===== config.mk =====
export PLATFORM = sky130hd
export DESIGN_NAME = pcc_datapath
export DESIGN_NICKNAME = d
export VERILOG_FILES = /design/src/rtl/pcc_pkg.sv /design/src/rtl/pcc_ram.sv /design/src/rtl/pcc_datapath.sv
export SDC_FILE = /design/constraint.sdc
export NUM_CORES = 2
export LEC_CHECK = 0
export BUFFER_PORTS_ARGS = -buffer_cell sky130_fd_sc_hd__buf_2
export CORE_ASPECT_RATIO = 0.7
export CORE_UTILIZATION = 45
export CTS_BUF_LIST = sky130_fd_sc_hd__clkbuf_8
export CTS_CLUSTER_SIZE = 12
export DETAILED_ROUTE_END_ITERATION = 6
export SLEW_MARGIN = 15
export SYNTH_ARGS = -nofsm -noshare
export SYNTH_HDL_FRONTEND = slang
export SYNTH_SLANG_ARGS = --single-unit

===== constraint.sdc =====
create_clock -name i_clk -period 19.05 [get_ports i_clk]
set_clock_uncertainty 0.1 [all_clocks]
set_input_delay 3.81 -clock i_clk [delete_from_list [all_inputs] [get_ports i_clk]]
set_output_delay 3.81 -clock i_clk [all_outputs]
set_load 0.1 [all_outputs]

===== src/rtl/pcc_pkg.sv =====
// ----------------------------------------------------------------------------
// pcc_pkg: shared types and constants of the password capability checker
// Item layouts, command and status bundles, codes and the rights masks.
// ----------------------------------------------------------------------------
`default_nettype none

package pcc_pkg;

    // Rights handling; the rights fields are fixed at 16 bits.
    localparam int RIGHTS_BITS = 16;
    localparam int DENY_BIT    = 15;
    localparam int CALL_BIT    = 14;

    localparam logic [15:0] RIGHTS_MASK =
        (RIGHTS_BITS >= 16) ? 16'hFFFF : ((16'd1 << RIGHTS_BITS) - 16'd1);
    localparam logic [15:0] DENY_MASK = (DENY_BIT < 16) ? (16'd1 << DENY_BIT) : 16'd0;
    localparam logic [15:0] CALL_MASK = (CALL_BIT < 16) ? (16'd1 << CALL_BIT) : 16'd0;

    // Item kinds.
    localparam logic [1:0] KIND_LOAD_CAP   = 2'd0;
    localparam logic [1:0] KIND_LOAD_SLOT  = 2'd1;
    localparam logic [1:0] KIND_LOAD_ENTRY = 2'd2;
    localparam logic [1:0] KIND_VALIDATE   = 2'd3;

    // Verdict codes.
    localparam logic [1:0] VERDICT_ALLOWED = 2'd0;
    localparam logic [1:0] VERDICT_DENIED  = 2'd1;
    localparam logic [1:0] VERDICT_UNKNOWN = 2'd2;

    // Configuration register indexes.
    localparam logic CFG_CAP_COUNT = 1'b0;
    localparam logic CFG_PDX_COUNT = 1'b1;

    localparam int CFG_DATA_W = 5;

    typedef struct packed {
        logic [1:0]  kind;
        logic [4:0]  slot;
        logic [63:0] password;
        logic [15:0] rights_mask;
        logic [5:0]  first_entry;
        logic [5:0]  end_entry;
        logic [63:0] address;
        logic [15:0] requested_access;
    } t_in_item;

    typedef struct packed {
        logic [1:0]  verdict;
        logic [15:0] granted_mask;
        logic [2:0]  call_slot;
        logic        call_slot_valid;
    } t_out_item;

    // Stored table records.
    typedef struct packed {
        logic [63:0] password;
        logic [15:0] rights;
    } t_cap_rec;

    typedef struct packed {
        logic [63:0] password;
        logic [5:0]  first_entry;
        logic [5:0]  end_entry;
    } t_slot_rec;

    typedef enum logic [1:0] {
        RES_UNKNOWN,
        RES_DENIED,
        RES_CAP_OK,
        RES_CALL_OK
    } t_res_sel;

    typedef struct packed {
        logic     accept;    // input beat taken this cycle
        logic     item_load; // capture a validate item
        logic     cap_clr;
        logic     cap_inc;
        logic     slot_clr;
        logic     slot_inc;
        logic     ep_start;
        logic     ep_inc;
        logic     res_load;
        t_res_sel res_sel;
    } t_cmd;

    typedef struct packed {
        logic in_call;
        logic cap_end;
        logic cap_match;
        logic cap_deny;
        logic cap_allow;
        logic slot_end;
        logic slot_match;
        logic ep_end;
        logic ep_match;
    } t_status;

endpackage

`default_nettype wire


===== src/rtl/pcc_ram.sv =====
// ----------------------------------------------------------------------------
// pcc_ram: generic single-write, single-read RAM
// One write port and one read port with registered read data.
// ----------------------------------------------------------------------------
`default_nettype none

module pcc_ram #(
    parameter int WIDTH = 64,
    parameter int DEPTH = 16,
    parameter int AW    = (DEPTH > 1) ? $clog2(DEPTH) : 1
) (
    input  wire logic             i_clk,
    input  wire logic             i_we,
    input  wire logic [AW-1:0]    i_waddr,
    input  wire logic [WIDTH-1:0] i_wdata,
    input  wire logic [AW-1:0]    i_raddr,
    output logic      [WIDTH-1:0] o_rdata
);

    logic [WIDTH-1:0] r_mem [DEPTH];

    always_ff @(posedge i_clk) begin
        if (i_we) begin
            r_mem[i_waddr] <= i_wdata;
        end
        o_rdata <= r_mem[i_raddr];
    end

endmodule

`default_nettype wire


===== src/rtl/pcc_datapath.sv =====
// ----------------------------------------------------------------------------
// pcc_datapath: tables, scan counters and result register
// Holds the three tables, the count registers, the captured validate item,
// the scan indexes and the output register; reports compare results.
// ----------------------------------------------------------------------------
`default_nettype none

module pcc_datapath #(
    parameter int CAP_SLOTS    = 16,
    parameter int CALL_SLOTS   = 8,
    parameter int ENTRY_POINTS = 32
) (
    input  wire logic                          i_clk,
    input  wire logic                          i_rst_n,
    input  wire logic                          i_cfg_we,
    input  wire logic                          i_cfg_idx,
    input  wire logic [pcc_pkg::CFG_DATA_W-1:0] i_cfg_data,
    input  wire pcc_pkg::t_in_item             i_in_item,
    input  wire pcc_pkg::t_cmd                 i_cmd,
    output pcc_pkg::t_status                   o_status,
    output pcc_pkg::t_out_item                 o_out_item
);

    localparam int CAP_AW  = (CAP_SLOTS > 1) ? $clog2(CAP_SLOTS) : 1;
    localparam int CALL_AW = (CALL_SLOTS > 1) ? $clog2(CALL_SLOTS) : 1;
    localparam int EP_AW   = (ENTRY_POINTS > 1) ? $clog2(ENTRY_POINTS) : 1;
    localparam int CAP_CW  = ($clog2(CAP_SLOTS + 1) > 5) ? $clog2(CAP_SLOTS + 1) : 5;
    localparam int CALL_CW = ($clog2(CALL_SLOTS + 1) > 4) ? $clog2(CALL_SLOTS + 1) : 4;
    localparam int EP_CW   = ($clog2(ENTRY_POINTS + 1) > 6) ? $clog2(ENTRY_POINTS + 1) : 6;

    logic [4:0]         r_cap_count;
    logic [3:0]         r_pdx_count;
    logic [63:0]        r_pw;
    logic [15:0]        r_acc;
    logic [63:0]        r_addr;
    logic [CAP_CW-1:0]  r_ci;
    logic [CALL_CW-1:0] r_si;
    logic [EP_CW-1:0]   r_ej;
    logic [EP_CW-1:0]   r_ee;
    pcc_pkg::t_out_item r_out;
    pcc_pkg::t_out_item n_out;

    pcc_pkg::t_cap_rec  cap_wrec;
    pcc_pkg::t_cap_rec  cap_rrec;
    pcc_pkg::t_slot_rec slot_wrec;
    pcc_pkg::t_slot_rec slot_rrec;
    logic [63:0]        ep_rdata;
    logic               cap_we;
    logic               slot_we;
    logic               ep_we;
    logic [15:0]        in_acc;
    logic [15:0]        cap_rights;
    logic [CAP_CW-1:0]  cap_cnt_w;
    logic [CAP_CW-1:0]  cap_lim;
    logic [CALL_CW-1:0] pdx_cnt_w;
    logic [CALL_CW-1:0] pdx_lim;
    logic [EP_CW-1:0]   end_w;
    logic [EP_CW-1:0]   end_lim;

    // Loads go straight from the input beat into the tables.
    assign cap_we  = i_cmd.accept && (i_in_item.kind == pcc_pkg::KIND_LOAD_CAP)
                     && (32'(i_in_item.slot) < 32'(CAP_SLOTS));
    assign slot_we = i_cmd.accept && (i_in_item.kind == pcc_pkg::KIND_LOAD_SLOT)
                     && (32'(i_in_item.slot) < 32'(CALL_SLOTS));
    assign ep_we   = i_cmd.accept && (i_in_item.kind == pcc_pkg::KIND_LOAD_ENTRY)
                     && (32'(i_in_item.slot) < 32'(ENTRY_POINTS));

    assign cap_wrec.password     = i_in_item.password;
    assign cap_wrec.rights       = i_in_item.rights_mask;
    assign slot_wrec.password    = i_in_item.password;
    assign slot_wrec.first_entry = i_in_item.first_entry;
    assign slot_wrec.end_entry   = i_in_item.end_entry;

    pcc_ram #(.WIDTH($bits(pcc_pkg::t_cap_rec)), .DEPTH(CAP_SLOTS), .AW(CAP_AW)) u_cap_ram (
        .i_clk   (i_clk),
        .i_we    (cap_we),
        .i_waddr (CAP_AW'(i_in_item.slot)),
        .i_wdata (cap_wrec),
        .i_raddr (r_ci[CAP_AW-1:0]),
        .o_rdata (cap_rrec)
    );

    pcc_ram #(.WIDTH($bits(pcc_pkg::t_slot_rec)), .DEPTH(CALL_SLOTS), .AW(CALL_AW)) u_slot_ram (
        .i_clk   (i_clk),
        .i_we    (slot_we),
        .i_waddr (CALL_AW'(i_in_item.slot)),
        .i_wdata (slot_wrec),
        .i_raddr (r_si[CALL_AW-1:0]),
        .o_rdata (slot_rrec)
    );

    pcc_ram #(.WIDTH(64), .DEPTH(ENTRY_POINTS), .AW(EP_AW)) u_ep_ram (
        .i_clk   (i_clk),
        .i_we    (ep_we),
        .i_waddr (EP_AW'(i_in_item.slot)),
        .i_wdata (i_in_item.address),
        .i_raddr (r_ej[EP_AW-1:0]),
        .o_rdata (ep_rdata)
    );

    assign in_acc     = i_in_item.requested_access & pcc_pkg::RIGHTS_MASK;
    assign cap_rights = cap_rrec.rights & pcc_pkg::RIGHTS_MASK;

    // Table limits saturate at the table sizes.
    assign cap_cnt_w = CAP_CW'(r_cap_count);
    assign cap_lim   = (cap_cnt_w > CAP_CW'(CAP_SLOTS)) ? CAP_CW'(CAP_SLOTS) : cap_cnt_w;
    assign pdx_cnt_w = CALL_CW'(r_pdx_count);
    assign pdx_lim   = (pdx_cnt_w > CALL_CW'(CALL_SLOTS)) ? CALL_CW'(CALL_SLOTS) : pdx_cnt_w;
    assign end_w     = EP_CW'(slot_rrec.end_entry);
    assign end_lim   = (end_w > EP_CW'(ENTRY_POINTS)) ? EP_CW'(ENTRY_POINTS) : end_w;

    always_comb begin
        o_status.in_call    = (in_acc & pcc_pkg::CALL_MASK) != 16'd0;
        o_status.cap_end    = r_ci >= cap_lim;
        o_status.cap_match  = cap_rrec.password == r_pw;
        o_status.cap_deny   = ((r_acc & cap_rights) != 16'd0)
                              && ((cap_rights & pcc_pkg::DENY_MASK) != 16'd0);
        o_status.cap_allow  = (r_acc & ~cap_rights) == 16'd0;
        o_status.slot_end   = r_si >= pdx_lim;
        o_status.slot_match = slot_rrec.password == r_pw;
        o_status.ep_end     = r_ej >= r_ee;
        o_status.ep_match   = ep_rdata == r_addr;
    end

    always_comb begin
        n_out.verdict         = pcc_pkg::VERDICT_UNKNOWN;
        n_out.granted_mask    = r_acc;
        n_out.call_slot       = 3'd0;
        n_out.call_slot_valid = 1'b0;
        case (i_cmd.res_sel)
            pcc_pkg::RES_DENIED: begin
                n_out.verdict = pcc_pkg::VERDICT_DENIED;
            end
            pcc_pkg::RES_CAP_OK: begin
                n_out.verdict      = pcc_pkg::VERDICT_ALLOWED;
                n_out.granted_mask = cap_rights;
            end
            pcc_pkg::RES_CALL_OK: begin
                n_out.verdict         = pcc_pkg::VERDICT_ALLOWED;
                n_out.call_slot       = 3'(r_si);
                n_out.call_slot_valid = 1'b1;
            end
            default: begin
                n_out.verdict = pcc_pkg::VERDICT_UNKNOWN;
            end
        endcase
    end

    always_ff @(posedge i_clk) begin
        if (!i_rst_n) begin
            r_cap_count <= '0;
            r_pdx_count <= '0;
        end else if (i_cfg_we) begin
            case (i_cfg_idx)
                pcc_pkg::CFG_CAP_COUNT: r_cap_count <= i_cfg_data;
                pcc_pkg::CFG_PDX_COUNT: r_pdx_count <= i_cfg_data[3:0];
                default: ;
            endcase
        end
    end

    always_ff @(posedge i_clk) begin
        if (i_cmd.item_load) begin
            r_pw   <= i_in_item.password;
            r_acc  <= in_acc;
            r_addr <= i_in_item.address;
        end
        if (i_cmd.cap_clr) begin
            r_ci <= '0;
        end else if (i_cmd.cap_inc) begin
            r_ci <= r_ci + CAP_CW'(1);
        end
        if (i_cmd.slot_clr) begin
            r_si <= '0;
        end else if (i_cmd.slot_inc) begin
            r_si <= r_si + CALL_CW'(1);
        end
        if (i_cmd.ep_start) begin
            r_ej <= EP_CW'(slot_rrec.first_entry);
            r_ee <= end_lim;
        end else if (i_cmd.ep_inc) begin
            r_ej <= r_ej + EP_CW'(1);
        end
        if (i_cmd.res_load) begin
            r_out <= n_out;
        end
    end

    assign o_out_item = r_out;

endmodule

`default_nettype wire


==> impl_metrics.tcl <==
set metrics [dict create \
    syn_to_final_growth_pct 11.9 \
    crit_fanout 2 \
    period_minus_slack_ns 8.25 \
    synthesis.nets 7036 \
    powerDensity_nw_per_um2 108 \
    dieArea_sq_um 360000 \
    drtIter0Drc 8324 \
    gp_congestion 0.810 \
    root_buffer "clkbuf_8" \
    endpoint_kind "primary output" \
    syn_avg_cell_area_sq_um 23.6 \
    multiInputGateArea_sq_um 31500 \
    ctsResizeCount 0 \
    crit_cells 2 \
    final_hold_viol_count 0 \
    r2r_start "r_ej[0]" \
    ctsHoldBuffers 0 \
    synth_adder_area_share_pct 0.140 \
    ys.flop_type "edfxtp_1" \
    pin_count 230 \
    synthSimpleGateAreaFrac_pct 0.768 \
    htreeDepth 6 \
    synthMuxAreaShare_pct 15.4 \
    synth_warnings 0 \
    rsz0062_at_grt "no" \
    ant_nets 0 \
    ys_ff_latch 4352 \
    ys_async_sr_fraction_pct 0 \
    synth_top_family_by_area "multiplexers" \
    synth_area_sq_um 161000 \
    finalPower_mw 19.5 \
    ff2ff_path_depth 7 \
    grt_pass1_wl_um 561000 \
    dp_hpwl_um 224000 \
    clock_latency_ns 1.10 \
    routedWlPerCell_um 31.1 \
    startpoint_type "input port" \
    setup_viol 0 \
    seq_area_frac_synth_pct 79.7 \
    synthDistinctLibCells 47 \
    antenna_found_initial 109 \
    max_slew_margin_pct 13.5 \
    ir_worst_vdd_v 0.0000680 \
    crit_start "i_in_item[14]" \
    fmax_mhz 121 \
    fill_cells 27800 \
    synth_edf_count 4114 \
    track_usage_pct 21.8 \
    critPathRequiredTime_ns 15.14 \
    via_per_inst 5.88 \
    slowest_delay_ns 0.43 \
    grt-ovfl-total 0 \
    cts_buffer_depth 4 \
    cpMaxStageDelayCell "buf_2" \
    crit_buf_inv 2 \
    clk_pin_slew_ns 0.06 \
    crit_path_frequent_cell "buf_2" \
    syn_inst 6819 \
    hold_class "reg2reg" \
    drt_wl_total_um 398000 \
    critPathTopFamily "buffers and inverters" \
    outcome "completed" \
    hold-worst-slack_ns 0.379 \
    drtPass1Iterations 6 \
    r2r_slack_ns 14.04 \
    die_x_um 717 \
    grt_max_degree 117 \
    fin_crit_sh_pct 43.3 \
    static-leakage-power_nw 56.9 \
    post-cts-setup-buffer-count 0 \
    cts-buffers-inserted 646 \
    drc 0 \
    cts_tree "yes" \
    rr_endpoint "u_ep_ram.o_rdata[6]" \
    drive_above_1_share_pct 29.1 \
    grt_pass1_vias 75400 \
    die_h_um 503 \
    layout.nets 7740 \
    io_buffers 229 \
    max_slew.worst_pin.slew_ns 1.29 \
    synth_xor_area_share_pct 1.10 \
    clock_sinks 4352 \
    rows 183 \
    start_util_pct 45.3 \
    routed-via-count 75200 \
    drv_slew 0 \
    final_util_pct 50.7 \
    synth_compound_area_share_pct 1.82 \
    coreArea_sq_um 356000 \
    cp.arrival_ns 4.34 \
    worstSetupPathType "in2out" \
    setup_tns_ns 0 \
    regArea_sq_um 128000 \
    endpoint "o_status[8]" \
    maxCapViolations 0 \
    path_cells "buf_2, buf_2" \
]
## cells in the final DEF (no fill, tap or decap), types with 33 or more instances in the layout
master    netlist  layout
edfxtp_1     4114    4114
mux4_2       1000    1000
clkbuf_8        0     704
inv_1          26     276
dfxtp_1       238     231
buf_2          79     228
xor2_1        199     199
o22ai_1       152     152
buf_4          22     145
mux2i_1       135     135
clkinv_1        0     121
mux2_2         85      85
a211oi_1       84      82
a22oi_1        68      68
nor2_4          0      54
a21oi_1        49      49
nor4_1         51      49
o221ai_1       44      44
nand2_1        42      40
diode_2         0      33
clkinv_2        0      33
## final cells by class
class / count / share of cell area (%)
Antenna cell: 33 / 0.0458
Inverter: 27 / 0.0562
Clock buffer: 704 / 5.37
Clock inverter: 454 / 1.26
Multi-Input combinational cell: 2113 / 17.5
Tap cell: 4717 / 3.27
Timing Repair Buffer: 383 / 1.34
Sequential cell: 4352 / 71.2
## cells in the mapped netlist (4+ instances only)
cell type | count | area share [%]
mux2_2 | 85 | 0.59
mux4_2 | 1000 | 14
a21oi_1 | 49 | 0.15
o22ai_1 | 152 | 0.59
buf_1 | 46 | 0.11
nand2_1 | 42 | 0.098
a221oi_1 | 6 | 0.033
nand3_1 | 12 | 0.037
xnor2_1 | 4 | 0.022
nor4_1 | 51 | 0.20
nor2b_1 | 20 | 0.078
buf_4 | 22 | 0.10
buf_2 | 79 | 0.25
buf_6 | 31 | 0.22
xor2_1 | 199 | 1.1
o21ai_0 | 16 | 0.050
inv_1 | 26 | 0.061
nor2_1 | 72 | 0.17
o221ai_1 | 44 | 0.24
clkbuf_1 | 147 | 0.34
ha_1 | 18 | 0.14
nand2b_1 | 11 | 0.043
mux2i_1 | 135 | 0.84
edfxtp_1 | 4114 | 77
a211oi_1 | 84 | 0.39
nand4_1 | 15 | 0.058
a21boi_0 | 4 | 0.019
dfxtp_1 | 238 | 3.0
a22oi_1 | 68 | 0.32
## report_power, final
part	switching (mW)	internal [mW]
Combinational	1.05	0.660
Sequential	0.103	10.6
Clock	3.55	3.57
Total	4.70	14.8
## state kept, by name (all words and copies together) (netlist names), 64 cells and up
name and count:
r_addr 64, r_pw 64, u_cap_ram.o_rdata 80, u_cap_ram.r_mem 1280, u_ep_ram.o_rdata 64, u_ep_ram.r_mem 2048
u_slot_ram.o_rdata 76, u_slot_ram.r_mem 608
## how the worst min path moves through the flow
stage / start / to / slack (ns) / cells after the start
6_report: pdx_cnt_w[0] / pdx_cnt_w[0] / 0.38 / 2
5_1_grt: pdx_cnt_w[0] / pdx_cnt_w[0] / 0.42 / 2
4_1_cts: pdx_cnt_w[0] / pdx_cnt_w[0] / 0.39 / 2
3_5_place_dp: pdx_cnt_w[0] / pdx_cnt_w[0] / 0.38 / 2
3_3_place_gp: pdx_cnt_w[0] / pdx_cnt_w[0] / 0.37 / 2
2_1_floorplan: pdx_cnt_w[0] / pdx_cnt_w[0] / 0.34 / 2
## layer usage
metal  track usage, %  vias to the layer above  part of all wire (%)
met3             5.19                      616                   9.0
met5                0                        -                 0.079
li1                 -                    30600                     -
met4             4.91                       50                   2.0
met1             33.6                    40600                    45
met2             31.8                     3362                    44
## logic make-up (layout without fill, tap and decap cells)
logic type,Yosys count,in the layout
fa+ha+maj,18,18
mux,1220,1220
compound gates,428,428
other cells,0,33
xor+xnor,203,203
simple gates,244,244
buf+inv,354,1568
flops,4352,4352
## through the flow
stage,instances,area (sq um),worst slack [ns]
6_report,12800,180000,10.80
5_1_grt,12800,180000,10.78
4_1_cts,12800,180000,10.78
3_5_place_dp,11600,168000,10.78
3_3_place_gp,11600,168000,10.79
2_1_floorplan,6819,161000,8.66
Note: power is estimated with default switching activity, not from simulation.
